### src/rtl/efcu_pkg.sv
// Shared types, constants and CRC function for the encoder frame checker.
`default_nettype none

package efcu_pkg;

    localparam int BYTE_W      = 8;
    localparam int ANGLE_W     = 21;
    localparam int STATUS_W    = 3;
    localparam int PAYLOAD_W   = ANGLE_W + STATUS_W;
    localparam int CRC_W       = 8;
    localparam int TURN_W      = 32;
    localparam int DELTA_W     = ANGLE_W + 2;
    localparam int IDX_W       = 3;

    localparam int QUEUE_DEPTH_DEF = 2;

    localparam logic [CRC_W-1:0] CRC_POLY = 8'h07;

    localparam logic [IDX_W-1:0] IDX_FIRST   = 3'd0;
    localparam logic [IDX_W-1:0] IDX_PAY_LO  = 3'd2;
    localparam logic [IDX_W-1:0] IDX_PAY_HI  = 3'd4;
    localparam logic [IDX_W-1:0] IDX_CRC     = 3'd5;
    localparam logic [IDX_W-1:0] IDX_IDLE    = 3'd6;

    localparam logic signed [DELTA_W-1:0] HALF_TURN = DELTA_W'(1 << (ANGLE_W - 1));
    localparam logic signed [DELTA_W-1:0] FULL_TURN = DELTA_W'(1 << ANGLE_W);

    typedef struct packed {
        logic [ANGLE_W-1:0]  angle;
        logic [STATUS_W-1:0] status_bits;
        logic                crc_ok;
    } t_frame;

    function automatic logic [CRC_W-1:0] crc8_byte(
        input logic [CRC_W-1:0]  crc_in,
        input logic [BYTE_W-1:0] data
    );
        logic [CRC_W-1:0] crc;
        logic             fb;
        crc = crc_in;
        for (int i = BYTE_W - 1; i >= 0; i--) begin
            fb  = crc[CRC_W-1] ^ data[i];
            crc = {crc[CRC_W-2:0], 1'b0};
            if (fb) begin
                crc = crc ^ CRC_POLY;
            end
        end
        return crc;
    endfunction

endpackage

`default_nettype wire

### src/rtl/efcu_front.sv
// Front end: byte framing, payload assembly and CRC check.
`default_nettype none

module efcu_front
    import efcu_pkg::*;
(
    input  wire logic              i_clk,
    input  wire logic              i_rst_n,
    input  wire logic              i_valid,
    output logic                   o_ready,
    input  wire logic [BYTE_W-1:0] i_rx_byte,
    input  wire logic              i_frame_start,
    input  wire logic              i_q_full,
    output logic                   o_push,
    output t_frame                 o_frame
);

    logic [IDX_W-1:0]     r_idx, n_idx;
    logic [PAYLOAD_W-1:0] r_payload, n_payload;
    logic [CRC_W-1:0]     r_crc, n_crc;
    logic [IDX_W-1:0]     idx_eff;
    logic [CRC_W-1:0]     crc_base;
    logic                 accept;

    assign o_ready  = !i_q_full;
    assign accept   = i_valid && o_ready;
    assign idx_eff  = i_frame_start ? IDX_FIRST : r_idx;
    assign crc_base = i_frame_start ? '0 : r_crc;

    always_comb begin
        n_idx     = r_idx;
        n_payload = r_payload;
        n_crc     = r_crc;
        o_push    = 1'b0;
        if (accept) begin
            if (i_frame_start) begin
                n_payload = '0;
                n_crc     = '0;
            end
            if (idx_eff >= IDX_PAY_LO && idx_eff <= IDX_PAY_HI) begin
                n_payload = {r_payload[PAYLOAD_W-BYTE_W-1:0], i_rx_byte};
                n_crc     = crc8_byte(crc_base, i_rx_byte);
            end
            if (idx_eff < IDX_CRC) begin
                n_idx = idx_eff + 1'b1;
            end else if (idx_eff == IDX_CRC) begin
                o_push = 1'b1;
                n_idx  = IDX_IDLE;
            end
        end
    end

    assign o_frame.angle       = r_payload[PAYLOAD_W-1:STATUS_W];
    assign o_frame.status_bits = r_payload[STATUS_W-1:0];
    assign o_frame.crc_ok      = (r_crc == i_rx_byte);

    always_ff @(posedge i_clk) begin
        if (!i_rst_n) begin
            r_idx     <= IDX_IDLE;
            r_payload <= '0;
            r_crc     <= '0;
        end else begin
            r_idx     <= n_idx;
            r_payload <= n_payload;
            r_crc     <= n_crc;
        end
    end

endmodule

`default_nettype wire

### src/rtl/efcu_fifo.sv
// Short frame queue between front and back (depth a power of two, at least 2).
`default_nettype none

module efcu_fifo
    import efcu_pkg::*;
#(
    parameter int DEPTH = QUEUE_DEPTH_DEF
) (
    input  wire logic   i_clk,
    input  wire logic   i_rst_n,
    input  wire logic   i_push,
    input  wire t_frame i_data,
    output logic        o_full,
    output logic        o_empty,
    input  wire logic   i_pop,
    output t_frame      o_data
);

    localparam int PTR_W = $clog2(DEPTH);
    localparam int CNT_W = $clog2(DEPTH + 1);

    t_frame           r_mem [DEPTH];
    logic [PTR_W-1:0] r_wr_ptr;
    logic [PTR_W-1:0] r_rd_ptr;
    logic [CNT_W-1:0] r_count;
    logic             do_push;
    logic             do_pop;

    assign o_full  = (r_count == CNT_W'(DEPTH));
    assign o_empty = (r_count == '0);
    assign do_push = i_push && !o_full;
    assign do_pop  = i_pop && !o_empty;
    assign o_data  = r_mem[r_rd_ptr];

    always_ff @(posedge i_clk) begin
        if (do_push) begin
            r_mem[r_wr_ptr] <= i_data;
        end
    end

    always_ff @(posedge i_clk) begin
        if (!i_rst_n) begin
            r_wr_ptr <= '0;
            r_rd_ptr <= '0;
            r_count  <= '0;
        end else begin
            if (do_push) begin
                r_wr_ptr <= r_wr_ptr + 1'b1;
            end
            if (do_pop) begin
                r_rd_ptr <= r_rd_ptr + 1'b1;
            end
            case ({do_push, do_pop})
                2'b10:   r_count <= r_count + 1'b1;
                2'b01:   r_count <= r_count - 1'b1;
                default: r_count <= r_count;
            endcase
        end
    end

endmodule

`default_nettype wire

### src/rtl/efcu_back.sv
// Back end: multi-turn unwrap and output register.
`default_nettype none

module efcu_back
    import efcu_pkg::*;
(
    input  wire logic                       i_clk,
    input  wire logic                       i_rst_n,
    input  wire logic                       i_q_empty,
    input  wire t_frame                     i_frame,
    output logic                            o_pop,
    output logic                            o_valid,
    input  wire logic                       i_ready,
    output logic        [ANGLE_W-1:0]       o_angle,
    output logic        [STATUS_W-1:0]      o_status_bits,
    output logic                            o_crc_ok,
    output logic signed [TURN_W-1:0]        o_position
);

    logic                       r_out_valid;
    logic [ANGLE_W-1:0]         r_angle;
    logic [STATUS_W-1:0]        r_status;
    logic                       r_crc_ok;
    logic [TURN_W-1:0]          r_position;

    logic [ANGLE_W-1:0]         r_prev_angle;
    logic [TURN_W-1:0]          r_turn;
    logic                       r_awaiting_first;

    logic signed [DELTA_W-1:0]  raw_delta;
    logic signed [DELTA_W-1:0]  delta;
    logic [TURN_W-1:0]          n_turn;

    assign o_pop = !i_q_empty && (!r_out_valid || i_ready);

    assign raw_delta = signed'({2'b00, i_frame.angle}) - signed'({2'b00, r_prev_angle});

    always_comb begin
        delta = raw_delta;
        if (raw_delta < -HALF_TURN) begin
            delta = raw_delta + FULL_TURN;
        end else if (raw_delta > HALF_TURN) begin
            delta = raw_delta - FULL_TURN;
        end
        n_turn = r_turn;
        if (i_frame.crc_ok) begin
            if (r_awaiting_first) begin
                n_turn = TURN_W'(i_frame.angle);
            end else begin
                n_turn = r_turn + {{(TURN_W-DELTA_W){delta[DELTA_W-1]}}, delta};
            end
        end
    end

    always_ff @(posedge i_clk) begin
        if (!i_rst_n) begin
            r_out_valid      <= 1'b0;
            r_prev_angle     <= '0;
            r_turn           <= '0;
            r_awaiting_first <= 1'b1;
        end else begin
            if (o_pop) begin
                r_out_valid <= 1'b1;
                r_turn      <= n_turn;
                if (i_frame.crc_ok) begin
                    r_prev_angle     <= i_frame.angle;
                    r_awaiting_first <= 1'b0;
                end
            end else if (i_ready) begin
                r_out_valid <= 1'b0;
            end
        end
    end

    always_ff @(posedge i_clk) begin
        if (o_pop) begin
            r_angle    <= i_frame.angle;
            r_status   <= i_frame.status_bits;
            r_crc_ok   <= i_frame.crc_ok;
            r_position <= n_turn;
        end
    end

    assign o_valid       = r_out_valid;
    assign o_angle       = r_angle;
    assign o_status_bits = r_status;
    assign o_crc_ok      = r_crc_ok;
    assign o_position    = signed'(r_position);

endmodule

`default_nettype wire

### src/rtl/encoder_frame_check_unwrap.sv
// Top level: angle-sensor frame checker with multi-turn unwrap.
//
// Input channel (i_valid / o_ready) takes one received byte per item,
// i_rx_byte, with i_frame_start high on the first byte of a six-byte frame.
// A start byte aborts any partial frame. Bytes outside a frame are dropped.
// Bytes 2..4 carry a 21-bit angle and 3 status bits; byte 5 is a CRC-8
// (poly 0x07, zero init, MSB first) over those bytes.
// Output channel (o_valid / i_ready) gives one item per frame: angle,
// status, CRC flag and the 32-bit multi-turn position. Frames with a bad
// CRC leave the position as it was; the first good frame seeds it.
// Throughput: one byte per cycle while o_ready is high; the CRC byte update
// in the front end and the delta add in the back end are combinational.
// A frame enters the queue when its final byte is accepted; the back end
// then pops it into the o_valid output register once that register is free.
// A frame queue of QUEUE_DEPTH entries sits between front and back; when
// the receiver stalls, results fill the output register and the queue, and
// then o_ready drops until the receiver takes an item.
// Reset (synchronous, active low) empties the queue, returns the framer to
// idle and clears the position so the next good frame seeds it again.
`default_nettype none

module encoder_frame_check_unwrap
    import efcu_pkg::*;
#(
    parameter int QUEUE_DEPTH = QUEUE_DEPTH_DEF
) (
    input  wire logic                  i_clk,
    input  wire logic                  i_rst_n,
    input  wire logic                  i_valid,
    output logic                       o_ready,
    input  wire logic [BYTE_W-1:0]     i_rx_byte,
    input  wire logic                  i_frame_start,
    output logic                       o_valid,
    input  wire logic                  i_ready,
    output logic [ANGLE_W-1:0]         o_angle,
    output logic [STATUS_W-1:0]        o_status_bits,
    output logic                       o_crc_ok,
    output logic signed [TURN_W-1:0]   o_position
);

    t_frame front_frame;
    t_frame queue_frame;
    logic   push;
    logic   pop;
    logic   q_full;
    logic   q_empty;

    efcu_front u_front (
        .i_clk         (i_clk),
        .i_rst_n       (i_rst_n),
        .i_valid       (i_valid),
        .o_ready       (o_ready),
        .i_rx_byte     (i_rx_byte),
        .i_frame_start (i_frame_start),
        .i_q_full      (q_full),
        .o_push        (push),
        .o_frame       (front_frame)
    );

    efcu_fifo #(
        .DEPTH (QUEUE_DEPTH)
    ) u_fifo (
        .i_clk   (i_clk),
        .i_rst_n (i_rst_n),
        .i_push  (push),
        .i_data  (front_frame),
        .o_full  (q_full),
        .o_empty (q_empty),
        .i_pop   (pop),
        .o_data  (queue_frame)
    );

    efcu_back u_back (
        .i_clk         (i_clk),
        .i_rst_n       (i_rst_n),
        .i_q_empty     (q_empty),
        .i_frame       (queue_frame),
        .o_pop         (pop),
        .o_valid       (o_valid),
        .i_ready       (i_ready),
        .o_angle       (o_angle),
        .o_status_bits (o_status_bits),
        .o_crc_ok      (o_crc_ok),
        .o_position    (o_position)
    );

endmodule

`default_nettype wire
### config.mk
export PLATFORM = sky130hd
export DESIGN_NAME = encoder_frame_check_unwrap
export DESIGN_NICKNAME = d
export VERILOG_FILES = /design/src/rtl/efcu_pkg.sv /design/src/rtl/efcu_front.sv /design/src/rtl/efcu_fifo.sv /design/src/rtl/efcu_back.sv /design/src/rtl/encoder_frame_check_unwrap.sv
export SDC_FILE = /design/constraint.sdc
export NUM_CORES = 1
export LEC_CHECK = 0
export BUFFER_PORTS_ARGS = -buffer_cell sky130_fd_sc_hd__buf_2
export CAP_MARGIN = 5
export CORE_ASPECT_RATIO = 0.75
export CORE_MARGIN = 2
export CORE_UTILIZATION = 45
export CTS_CLUSTER_DIAMETER = 80
export DETAILED_ROUTE_END_ITERATION = 8
export GPL_TIMING_DRIVEN = 1
export SETUP_SLACK_MARGIN = 0.02
export SLEW_MARGIN = 20
export SYNTH_ARGS = -nofsm -noshare
export SYNTH_HDL_FRONTEND = slang
export SYNTH_HIERARCHICAL = 1
export SYNTH_SLANG_ARGS = --single-unit
### constraint.sdc
create_clock -name i_clk -period 8.1 [get_ports i_clk]
set_input_delay 0.405 -clock i_clk [delete_from_list [all_inputs] [get_ports i_clk]]
set_output_delay 0.405 -clock i_clk [all_outputs]
set_load 0.05 [all_outputs]
---- Word level (Yosys, flattened, before mapping) ----
Memory sizes are Yosys's and may differ from the RTL's. A register that Yosys moved wholly into a read port is not among the register bits.
Index checks and enable logic that the tools add are counted.
storage, ports and cells
  bits in registers ....................... 151
  memory bits (writable) .................. 50
  output and inout port bits .............. 59
  logic and storage cells ................. 110
  memories ................................ 1
memory list
  memory        words  bits a word  rd ports  clocked after Yosys merged registers in  write ports  RTL line         text
  u_fifo.r_mem  2      25           1         1                                        1            efcu_fifo.sv:22  t_frame r_mem [DEPTH];
cells by class
  $add $sub $neg .......................... 9
  order comparisons ....................... 5
  eq/ne operators ......................... 5
  multiplexer cells ....................... 43
  bitwise operators ....................... 16
  reductions and logical operators ........ 17
operators with widths
  kind                    count
  $mux 8                  16
  $mux 32                 2
  $mux 24                 2
  $mux 23                 2
  $mux 3                  11
  $add 32x32->32          1
  $not 3->3               8
  $add 23x23->23 const B  1
  $gt 23x22->1 const B    1
  $lt 23x21->1 const B    1
  $sub 23x23->23 const B  1
  $sub 21x21->22          1
  $mux 1                  9
  $eq 8x8->1              1
  $reduce_bool 2->1       4
  $xor 1x1->1             8
  $reduce_and 2->1        3
  $logic_and 1x1->1       5
  $eq 2x2->1 const B      2
  $pmux 2 s2              1
  $add 3x1->3 const B     1
  $eq 3x3->1 const B      1
  $ge 3x2->1 const B      1
  $le 3x3->1 const B      1
  other kinds (8)         11

---- Logic depth before layout (Yosys ltp) ----
Gate-level depths: netlist of run 1.
  depth after elaboration ................. 32
  gate-level depth with buffers ........... 24
  depth with buffers taken out ............ 22

---- Modules after synthesis ----
The synthesis of run 1 kept the hierarchy.
by module, submodules not included
  module      times used  cells an instance  area an instance (sq um)  seq. area each (sq um)
  efcu_back   1           813                7,196.9                   2,812.7
  efcu_fifo   1           104                2,034.5                   1,601.5
  efcu_front  1           199                1,789.2                   700.7

---- Worst setup path before layout of run 1 ----
Ideal clock, no wire load.
  kind .................................... register to register
  from .................................... register (tool-made name)
  to ...................................... register u_back.r_position[30], in the netlist u_back/o_position[30] (data pin)
  arrival ................................. 5.430 ns
  required time ........................... 7.833 ns
  path slack .............................. 2.403 ns
  stages on the path, launching flop included .. 25
  path buffers ............................ 2
  path through ............................ dfxtp_1 -> buf_2 -> buf_2 -> mux2_2 -> inv_1 -> ha_1 -> fa_1 -> nor2b_1 -> o31a_2 -> o211ai_2 -> a21oi_1 -> or4_1 -> and2_1 -> ha_1 -> and3_1 -> and4_1 -> and3_1 -> nor4b_1 -> o31ai_1 -> o41ai_4 -> and2_1 -> a2111oi_1 -> a2111oi_2 -> xor2_1 -> o22ai_1
RTL lines
  element               RTL line         text
  end signal, assigned  efcu_back.sv:80  r_position <= n_turn;
  end, declared         efcu_back.sv:24  logic [TURN_W-1:0] r_position;

==> results_dict.tcl, run 1 <==
set metrics [dict create \
    cp-start-kind "flip-flop" \
    cts_root_buffer "clkbuf_16" \
    grt_pass1_wl_um 42790 \
    vias_per_cell 5.581 \
    finalSetupTns_ns 0 \
    syn_area_sq_um 11020 \
    layout.nets 1235 \
    cts_sinks 202 \
    ys_ff_latch 202 \
    timing.final.crit_period_ns 6.627 \
    drtIter0Drc 670 \
    ant_nets 0 \
    hold_path.class "in2reg" \
    overflow 0 \
    synth_ff_type "edfxtp_1" \
    fin_crit_sh_pct 81.82 \
    setup_viol 0 \
    diodes 0 \
    grt.busiest_layer "met1" \
    die_x_um 184.7 \
    timing.hold.ws_ns 0.2192 \
    h-tree-depth 1 \
    regToRegSetupSlack_ns 1.47 \
    fill_cells 2287 \
    crit_required_ns 8.33 \
    r2r-end "u_back/o_position[30]" \
    p_total_mw 2.259 \
    synth_edf_count 107 \
    yosys.area.top_type "edfxtp_1" \
    hold_depth 3 \
    dieHeight_um 139.5 \
    r2r_cells 20 \
    drt-pass1-iter-count 5 \
    grt_max_degree 67 \
    status "finished clean" \
    irDropWorstVdd_mv 0.1373 \
    grt_pass1_vias 7583 \
    rows 49 \
    initial_core_util_pct 45.86 \
    clk_latency_ns 0.50 \
    tightest_slew_ns 1.105 \
    fin_ws_ns 1.473 \
    drive_above_1_share_pct 15.18 \
    skew_ns 0.007244 \
    crit_fanout 16 \
    p_leak_nw 4.656 \
    drc 0 \
    ys_async_sr_fraction_pct 0 \
    final_cell_count_no_fill 1517 \
    grtUsageMet1_pct 34.73 \
    grtUsageTotal_pct 21.03 \
    io_pins 72 \
    critPathArrivalTime_ns 6.86 \
    portBuffers 71 \
    cts_max_path_buffers 3 \
    numCtsBuffers 21 \
    rsz0062_at_grt "no" \
    area_growth_pct 12.09 \
    final_cell_mix "nor2_1 (109), nand2_1 (108), edfxtp_1 (107), a21oi_1 (98), dfxtp_1 (95)" \
    synth_warnings 6 \
    power_density_nw_per_um2 182.8 \
    vias 8467 \
    antenna_found_initial 0 \
    holdPathEnd "u_front/r_payload[1]" \
    hold_viol 0 \
    gp_congestion 0.9121 \
    tritoncts "done" \
    final_common_cell "nor2_1" \
    maxCapViolations 0 \
    ys_seq_area_share_pct 46.41 \
    die_area_sq_um 25770 \
    routed_wl_um 27070 \
    synth.avg_cell_area_sq_um 9.875 \
    maxSlewHeadroom_pct 26.23 \
    crit_type "reg2reg" \
    synth_top_area_share_pct 29.16 \
    worstHoldStart "i_rx_byte[1]" \
    cts_resized 0 \
    maxClockFrequency_mhz 150.9 \
    post-dp-hpwl_um 18830 \
    core_area_sq_um 24030 \
    end_kind "flip-flop" \
    synth_area_leaders "edfxtp_1 (29%), dfxtp_1 (17%), ha_1 (5.4%)" \
    grt_use_met3_pct 3.062 \
    hold_buffers 0 \
    clk_pin_slew_worst_paths_ns 0.06 \
    syn_inst 1116 \
    postCtsSetupRepairBufs 0 \
    slew_viol_final 0 \
    dp_slack_ns 1.494 \
    wl_per_cell_um 17.84 \
    grt_util_met2_pct 28.97 \
    dp.cells 1480 \
    ys_types 94 \
    syn_nets 1179 \
]
==> layer usage <==
| metal | part of all wire (%) | vias to the layer above |
|---|---|---|
| met5 | 0 | - |
| met4 | 1.4 | 0 |
| met3 | 4.7 | 25 |
| met2 | 40 | 189 |
| met1 | 54 | 4101 |
| li1 | - | 4152 |
==> worst max-delay path, cell delays in order, from the launching register on <==
cell,delay (ns)
dfxtp_1,0.83
buf_4,0.28
mux2_2,0.37
ha_1,0.50
and4_1,0.30
a21o_1,0.13
a32oi_1,0.14
o21ai_0,0.19
a21boi_0,0.14
o311ai_0,0.58
ha_1,0.42
and4_1,0.20
and3_1,0.18
nor4b_1,0.37
o31ai_1,0.21
o41ai_4,0.48
and2_1,0.25
a2111oi_1,0.08
a2111oi_2,0.40
xor2_1,0.21
o22ai_1,0.09
==> cell usage after synthesis, types with 17 or more instances <==
cell type  instances
inv_1             55
mux2_2            26
a22oi_1           25
edfxtp_1         107
o21a_1            20
clkbuf_1          27
nand2_1          108
o21ai_0           48
ha_1              48
a21oi_1           98
nor2_1           110
xnor2_1           45
dfxtp_1           95
xor2_1            17
nand3_1           22
==> worst max-delay path by stage <==
stage	startpoint	endpoint	slack [ns]
4_1_cts	flip-flop	u_back/o_position[30]	1.49
2_1_floorplan	flip-flop	u_back/o_position[30]	2.40
6_report	flip-flop	u_back/o_position[30]	1.47
3_3_place_gp	flip-flop	u_back/o_position[30]	1.63
5_1_grt	flip-flop	u_back/o_position[30]	0.97
3_5_place_dp	flip-flop	u_back/o_position[30]	1.49
==> through the flow <==
step | area, sq um | utilization [%]
global placement | 11680 | 48.60
CTS | 12350 | 51.40
floorplan | 11020 | -
detailed placement | 11680 | 48.60
global route | 12350 | 51.40
finish | 12350 | 51.40
==> cell families (layout without fill, tap and decap cells) <==
| kind of cell | count (synthesis) | after routing | share of synthesized area, % |
|---|---|---|---|
| muxes | 45 | 45 | 4.632 |
| and+or+nand+nor | 336 | 336 | 14.50 |
| DFF | 202 | 202 | 46.41 |
| buffers and inverters | 108 | 178 | 3.962 |
| AOI/OAI and AO/OA | 310 | 310 | 19.13 |
| xor gates and xnor gates | 65 | 65 | 5.552 |
| adders and majority gates | 50 | 50 | 5.813 |
==> sequential cells by signal, summed over array words and instances (netlist names), named ones only <==
| signal | cells |
|---|---|
| u_back/o_crc_ok | 1 |
| u_front/r_payload | 24 |
| u_fifo/r_rd_ptr | 1 |
| u_fifo/r_count | 2 |
| u_back/o_valid | 1 |
| u_back/r_turn | 32 |
| u_back/o_angle | 21 |
| u_fifo/r_wr_ptr | 1 |
| u_back/o_status_bits | 3 |
| u_front/r_idx | 3 |
| u_back/r_awaiting_first | 1 |
| u_back/o_position | 32 |
| u_fifo/r_mem | 50 |
| u_front/r_crc | 8 |
| u_back/r_prev_angle | 21 |
==> power breakdown <==
group	internal, mW	switching [mW]
Combinational	0.0880	0.131
Sequential	1.08	0.0108
Clock	0.545	0.402
==> area by class of cell <==
cell class	instances	area (sq um)	area share (%)
well taps	331	414.1	3.353
multi-input cells	806	5489	44.43
flip-flops and latches	202	5115	41.41
clock inverters	11	87.58	0.7090
inverters	58	217.7	1.762
repair buffers	83	445.4	3.606
clock buffers	26	584.3	4.730
No activity file was read; power rests on OpenSTA's default activity.
==> inputs of run 2 (changes only) <==
==> constraint.sdc (replaced) <==
create_clock -name i_clk -period 5.6 [get_ports i_clk]
set_input_delay 0.28 -clock i_clk [delete_from_list [all_inputs] [get_ports i_clk]]
set_output_delay 0.28 -clock i_clk [all_outputs]
set_load 0.05 [all_outputs]
==> results_dict.tcl, run 2 (synthesis results as in run 1) <==
set metrics [dict create \
    status "finished clean" \
    post-dp-hpwl_um 19620 \
    initial_core_util_pct 45.86 \
    wl_met1_um 14580 \
    hold_depth 3 \
    final_cell_area_sq_um 13190 \
    dp.cells 1526 \
    worstPathCellList "buf_12 > mux2_4 > ha_1 > nor2b_4 > o31a_4 > o21a_1 > or3_4 > and2_2 > ha_1 > nor3_1 > o21ai_0 > and3_4 > nor4b_4 > o31ai_4 > o41ai_4 > buf_4 > nor3b_2 > mux2i_1 > or4_1 > a31oi_1" \
    endpoint "u_back/r_turn[24]" \
    top_layer_used "met4" \
    worstHoldStart "i_rx_byte[0]" \
    met2_length_um 11730 \
    grt_pass1_wl_um 44440 \
    slew_viol_final 0 \
    clk_pin_slew_worst_paths_ns 0.06 \
    routed_wl_um 28370 \
    wl_met3_um 1690 \
    grtUsageTotal_pct 21.73 \
    maxCapViolations 0 \
    h-tree-depth 1 \
    slowest_delay_ns 0.47 \
    tritoncts "done" \
    tightest_slew_ns 1.032 \
    placedInstanceArea_sq_um 12060 \
    ant_nets 0 \
    numCtsBuffers 22 \
    io_pins 72 \
    die_x_um 184.7 \
    end_kind "flip-flop" \
    drc 0 \
    cts_max_path_buffers 3 \
    drtIter0Drc 951 \
    critPathArrivalTime_ns 5.79 \
    fin_crit_sh_pct 95.95 \
    regToRegSetupSlack_ns 0.23 \
    dp_slack_ns -0.09005 \
    cts_sinks 202 \
    diodes 0 \
    finalSetupTns_ns 0 \
    p_leak_nw 5.034 \
    rsz0062_at_grt "yes" \
    critPathSlowestCell "or4_1" \
    gp_congestion 0.9334 \
    portBuffers 71 \
    largest_register_ffs 50 \
    timing.hold.ws_ns 0.09393 \
    dieHeight_um 139.5 \
    r2r-end "u_back/r_turn[24]" \
    overflow 0 \
    grt_pass1_vias 7983 \
    r2r_cells 20 \
    crit_fanout 7 \
    drive_above_1_share_pct 22.21 \
    vias 8739 \
    drt-pass1-iter-count 5 \
    maxSlewHeadroom_pct 30.77 \
    grt_max_degree 66 \
    vias_per_cell 5.538 \
    largest_register "u_fifo/r_mem" \
    skew_ns 0.01014 \
    wl_per_cell_um 17.98 \
    fin_ws_ns 0.2268 \
    hold_viol 0 \
    rows 49 \
    hold_buffers 0 \
    timing.final.crit_period_ns 5.373 \
    cts_root_buffer "clkbuf_16" \
    final_common_cell "nor2_1" \
    power_density_nw_per_um2 261.8 \
    clk_latency_ns 0.51 \
    die_area_sq_um 25770 \
    irDropWorstVdd_mv 0.1889 \
    hold_path.class "in2reg" \
    area_growth_pct 19.69 \
    core_area_sq_um 24030 \
    p_total_mw 3.453 \
    crit_type "reg2reg" \
    finish.utilization_pct 54.88 \
    final_cell_mix "nor2_1 (108), nand2_1 (107), edfxtp_1 (107), dfxtp_1 (94), a21oi_1 (93)" \
    layout.nets 1294 \
    antenna_found_initial 0 \
    maxClockFrequency_mhz 186.1 \
    final_cell_count_no_fill 1578 \
    crit_required_ns 6.02 \
    crit_top_cell "ha_1" \
    setup_viol 0 \
    cp-start-kind "flip-flop" \
]
## run 2: report_power, final
part	leakage (nW)	total (mW)	switching, mW	internal, mW
sequential	1.73	1.58	0.0157	1.57
combinational	2.93	0.352	0.201	0.151
clock	0.373	1.52	0.589	0.930
total	5.03	3.45	0.806	2.65
## run 2: metal layers
layer / GRT usage [%] / vias up
met3: 3.245 / 29
met1: 34.96 / 4176
met4: 3.759 / 0
li1: - / 4293
met2: 30.89 / 241
met5: 0 / -
## run 2: worst min path at each step
stage,end,slack [ns]
floorplan,u_fifo/r_count[0],0.40
global placement,u_fifo/r_mem[0][22],0.43
detailed placement,u_fifo/r_mem[0][22],0.44
CTS,u_back/o_valid,0.08
global route,u_back/o_valid,0.11
finish,u_front/r_payload[0],0.09
## run 2: area by class of cell
class	count	area, sq um
fillers	2152	10840
multi-input cells	806	5769
flip-flops and latches	202	5119
repair buffers	141	910.9
clock buffers	24	579.3
well taps	331	414.1
inverters	58	217.7
clock inverters	16	180.2
## run 2: what timing repair did
| item | CTS | global route |
|---|---|---|
| gates cloned | 0 | 1 |
| endpoints found under the setup margin | 5 | 15 |
| resized for setup | 2 | 52 |
| pin swaps | 3 | 20 |
| buffers inserted | 1 | 10 |
## run 2: critical path, delay by kind of cell (launching register included)
| kind | cells | cell delay [ns] |
|---|---|---|
| buf+inv | 2 | 0.37 |
| flops | 1 | 0.41 |
| compound gates | 6 | 1.45 |
| mux | 2 | 0.44 |
| simple gates | 8 | 2.10 |
| fa+ha+maj | 2 | 0.52 |
==> inputs of run 3 (changes only) <==
--- a/config.mk
+++ b/config.mk
@@ -12,7 +12,9 @@
 export CORE_UTILIZATION = 45
 export CTS_CLUSTER_DIAMETER = 80
 export DETAILED_ROUTE_END_ITERATION = 8
+export GPL_ROUTABILITY_DRIVEN = 0
 export GPL_TIMING_DRIVEN = 1
+export PLACE_DENSITY = 0.77
 export SETUP_SLACK_MARGIN = 0.02
 export SLEW_MARGIN = 20
 export SYNTH_ARGS = -nofsm -noshare
==> results_dict.tcl, run 3 (synthesis results as in run 1) <==
set metrics [dict create \
    crit_buf_inv 3 \
    combinationalPowerShare_pct 10.7 \
    hold_buffers 0 \
    hold_viol 0 \
    diodes 0 \
    die_x_um 184.7 \
    dp_slack_ns -0.1793 \
    vias_per_cell 5.673 \
    final_cell_mix "nor2_1 (109), nand2_1 (108), edfxtp_1 (107), a21oi_1 (96), dfxtp_1 (94)" \
    wl_met3_um 2102 \
    hold_path.class "in2reg" \
    numCtsBuffers 21 \
    routed_wl_um 28000 \
    wl_met1_um 13330 \
    crit_type "reg2reg" \
    drt-pass1-iter-count 6 \
    grtUsageTotal_pct 20.86 \
    tritoncts "done" \
    layout.nets 1292 \
    h-tree-depth 1 \
    final_common_cell "nor2_1" \
    intPower_mw 2.543 \
    portBuffers 71 \
    setup_viol 0 \
    timing.final.crit_period_ns 5.443 \
    grt_max_degree 66 \
    slew_viol_final 0 \
    end_kind "flip-flop" \
    crit_required_ns 5.82 \
    finalSetupTns_ns 0 \
    critPathArrivalTime_ns 5.66 \
    switchingPower_mw 0.8007 \
    p_total_mw 3.343 \
    tightest_slew_ns 1.052 \
    vias 8929 \
    cts_max_path_buffers 3 \
    placedInstanceArea_sq_um 11940 \
    p_sw_share_pct 23.95 \
    status "finished clean" \
    die_area_sq_um 25770 \
    initial_core_util_pct 45.86 \
    critPathSlowestCell "or4_4" \
    slowest_delay_ns 0.43 \
    clk_latency_ns 0.50 \
    top_layer_used "met4" \
    drc 0 \
    grt_pass1_vias 8131 \
    dieHeight_um 139.5 \
    largest_register "u_fifo/r_mem" \
    final_cell_area_sq_um 13020 \
    io_pins 72 \
    antenna_found_initial 0 \
    finish.utilization_pct 54.19 \
    power_density_nw_per_um2 256.7 \
    p_leak_nw 4.993 \
    wl_per_cell_um 17.79 \
    clk_pin_slew_worst_paths_ns 0.07 \
    skew_ns 0.01529 \
    maxSlewHeadroom_pct 29.81 \
    irDropWorstVdd_mv 0.1658 \
    maxCapViolations 0 \
    post-dp-hpwl_um 18940 \
    fin_ws_ns 0.1565 \
    met2_length_um 12010 \
    cts_sinks 202 \
    crit_fanout 5 \
    maxClockFrequency_mhz 183.7 \
    drive_above_1_share_pct 21.24 \
    cts_root_buffer "clkbuf_16" \
    pwr-share-clk_pct 42.1 \
    largest_register_ffs 50 \
    ant_nets 0 \
    crit_family "compound AO/OA/AOI/OAI gates" \
    cp-start-kind "flip-flop" \
    worstPathCellList "mux2_4 > inv_1 > ha_2 > fa_2 > nor2b_1 > o31a_2 > o211ai_4 > a21oi_2 > or4_4 > and2_4 > ha_4 > and3_4 > and4_1 > and3_4 > nor4b_4 > o31ai_4 > o41ai_4 > buf_4 > buf_4 > nor4_1 > a2111oi_2 > xor2_1 > o22ai_1" \
    drtIter0Drc 955 \
    grt_pass1_wl_um 43080 \
    area_growth_pct 18.18 \
    seqPwrFrac_pct 47.3 \
    rows 49 \
    overflow 0 \
    core_area_sq_um 24030 \
    fin_crit_sh_pct 97.20 \
]
==> run 3: cell types whose count changed in the layout (fill, tap and decap cells not counted), moves of 3 or more <==
| cell | delta |
|---|---|
| a21oi_1 | +3 |
| a21oi_2 | -4 |
| clkbuf_8 | +3 |
| clkinv_1 | -5 |
| ha_1 | +5 |
| ha_4 | -5 |
==> run 3: per-layer routing <==
metal  track usage [%]  vias to the layer above
li1                  -                     4278
met1             31.21                     4239
met2             30.91                      362
met3             4.580                       50
met4             4.511                        0
met5                 0                        -
==> run 3: worst min-delay path, delay by kind of cell <==
family / cells / cell delay, ns
AOI/OAI and AO/OA: 1 / 0.08
buffers and inverters: 1 / 0.12
and+or+nand+nor: 1 / 0.08
==> run 3: per-stage QoR <==
stage                     hold WS, ns  instances
after global routing           0.1249       1574
after floorplan                0.4017       1116
after global placement         0.4303       1509
after CTS                     0.09150       1552
final                          0.1023       1574
after detailed placement       0.4393       1510
==> run 3: worst paths after layout <==
kind | from | endpoint | slack, ns | cells after the start
max reg2reg | flip-flop | u_back/o_position[30] | 0.16 | 23
min reg2reg | u_front/r_payload[18] | u_fifo/r_mem[1][19] | 0.45 | 0
min | i_rx_byte[3] | u_front/r_payload[3] | 0.10 | 3
max | flip-flop | u_back/o_position[30] | 0.16 | 23
==> run 3: timing repair <==
item	in CTS	in global routing
buffers inserted	5	21
gates cloned	0	1
setup endpoints to repair	7	16
resized for setup	5	33
pin swaps	2	19
==> run 3: final cells by class <==
cell class                      count  area, sq um
Clock buffer                       25        570.5
Clock inverter                     12        126.4
Fill cell                        2087        11010
Inverter                           58        217.7
Multi-Input combinational cell    806         5670
Sequential cell                   202         5119
Tap cell                          331        414.1
Timing Repair Buffer              140        905.9
==> run 3: power groups by stage <==
stage                     Clock (mW)  Sequential, mW  Combinational, mW
after floorplan                    0            1.62              0.236
after global placement             0            1.61              0.312
after detailed placement           0            1.61              0.322
after CTS                       1.44            1.58              0.329
after global routing            1.49            1.58              0.384
final                           1.41            1.58              0.356
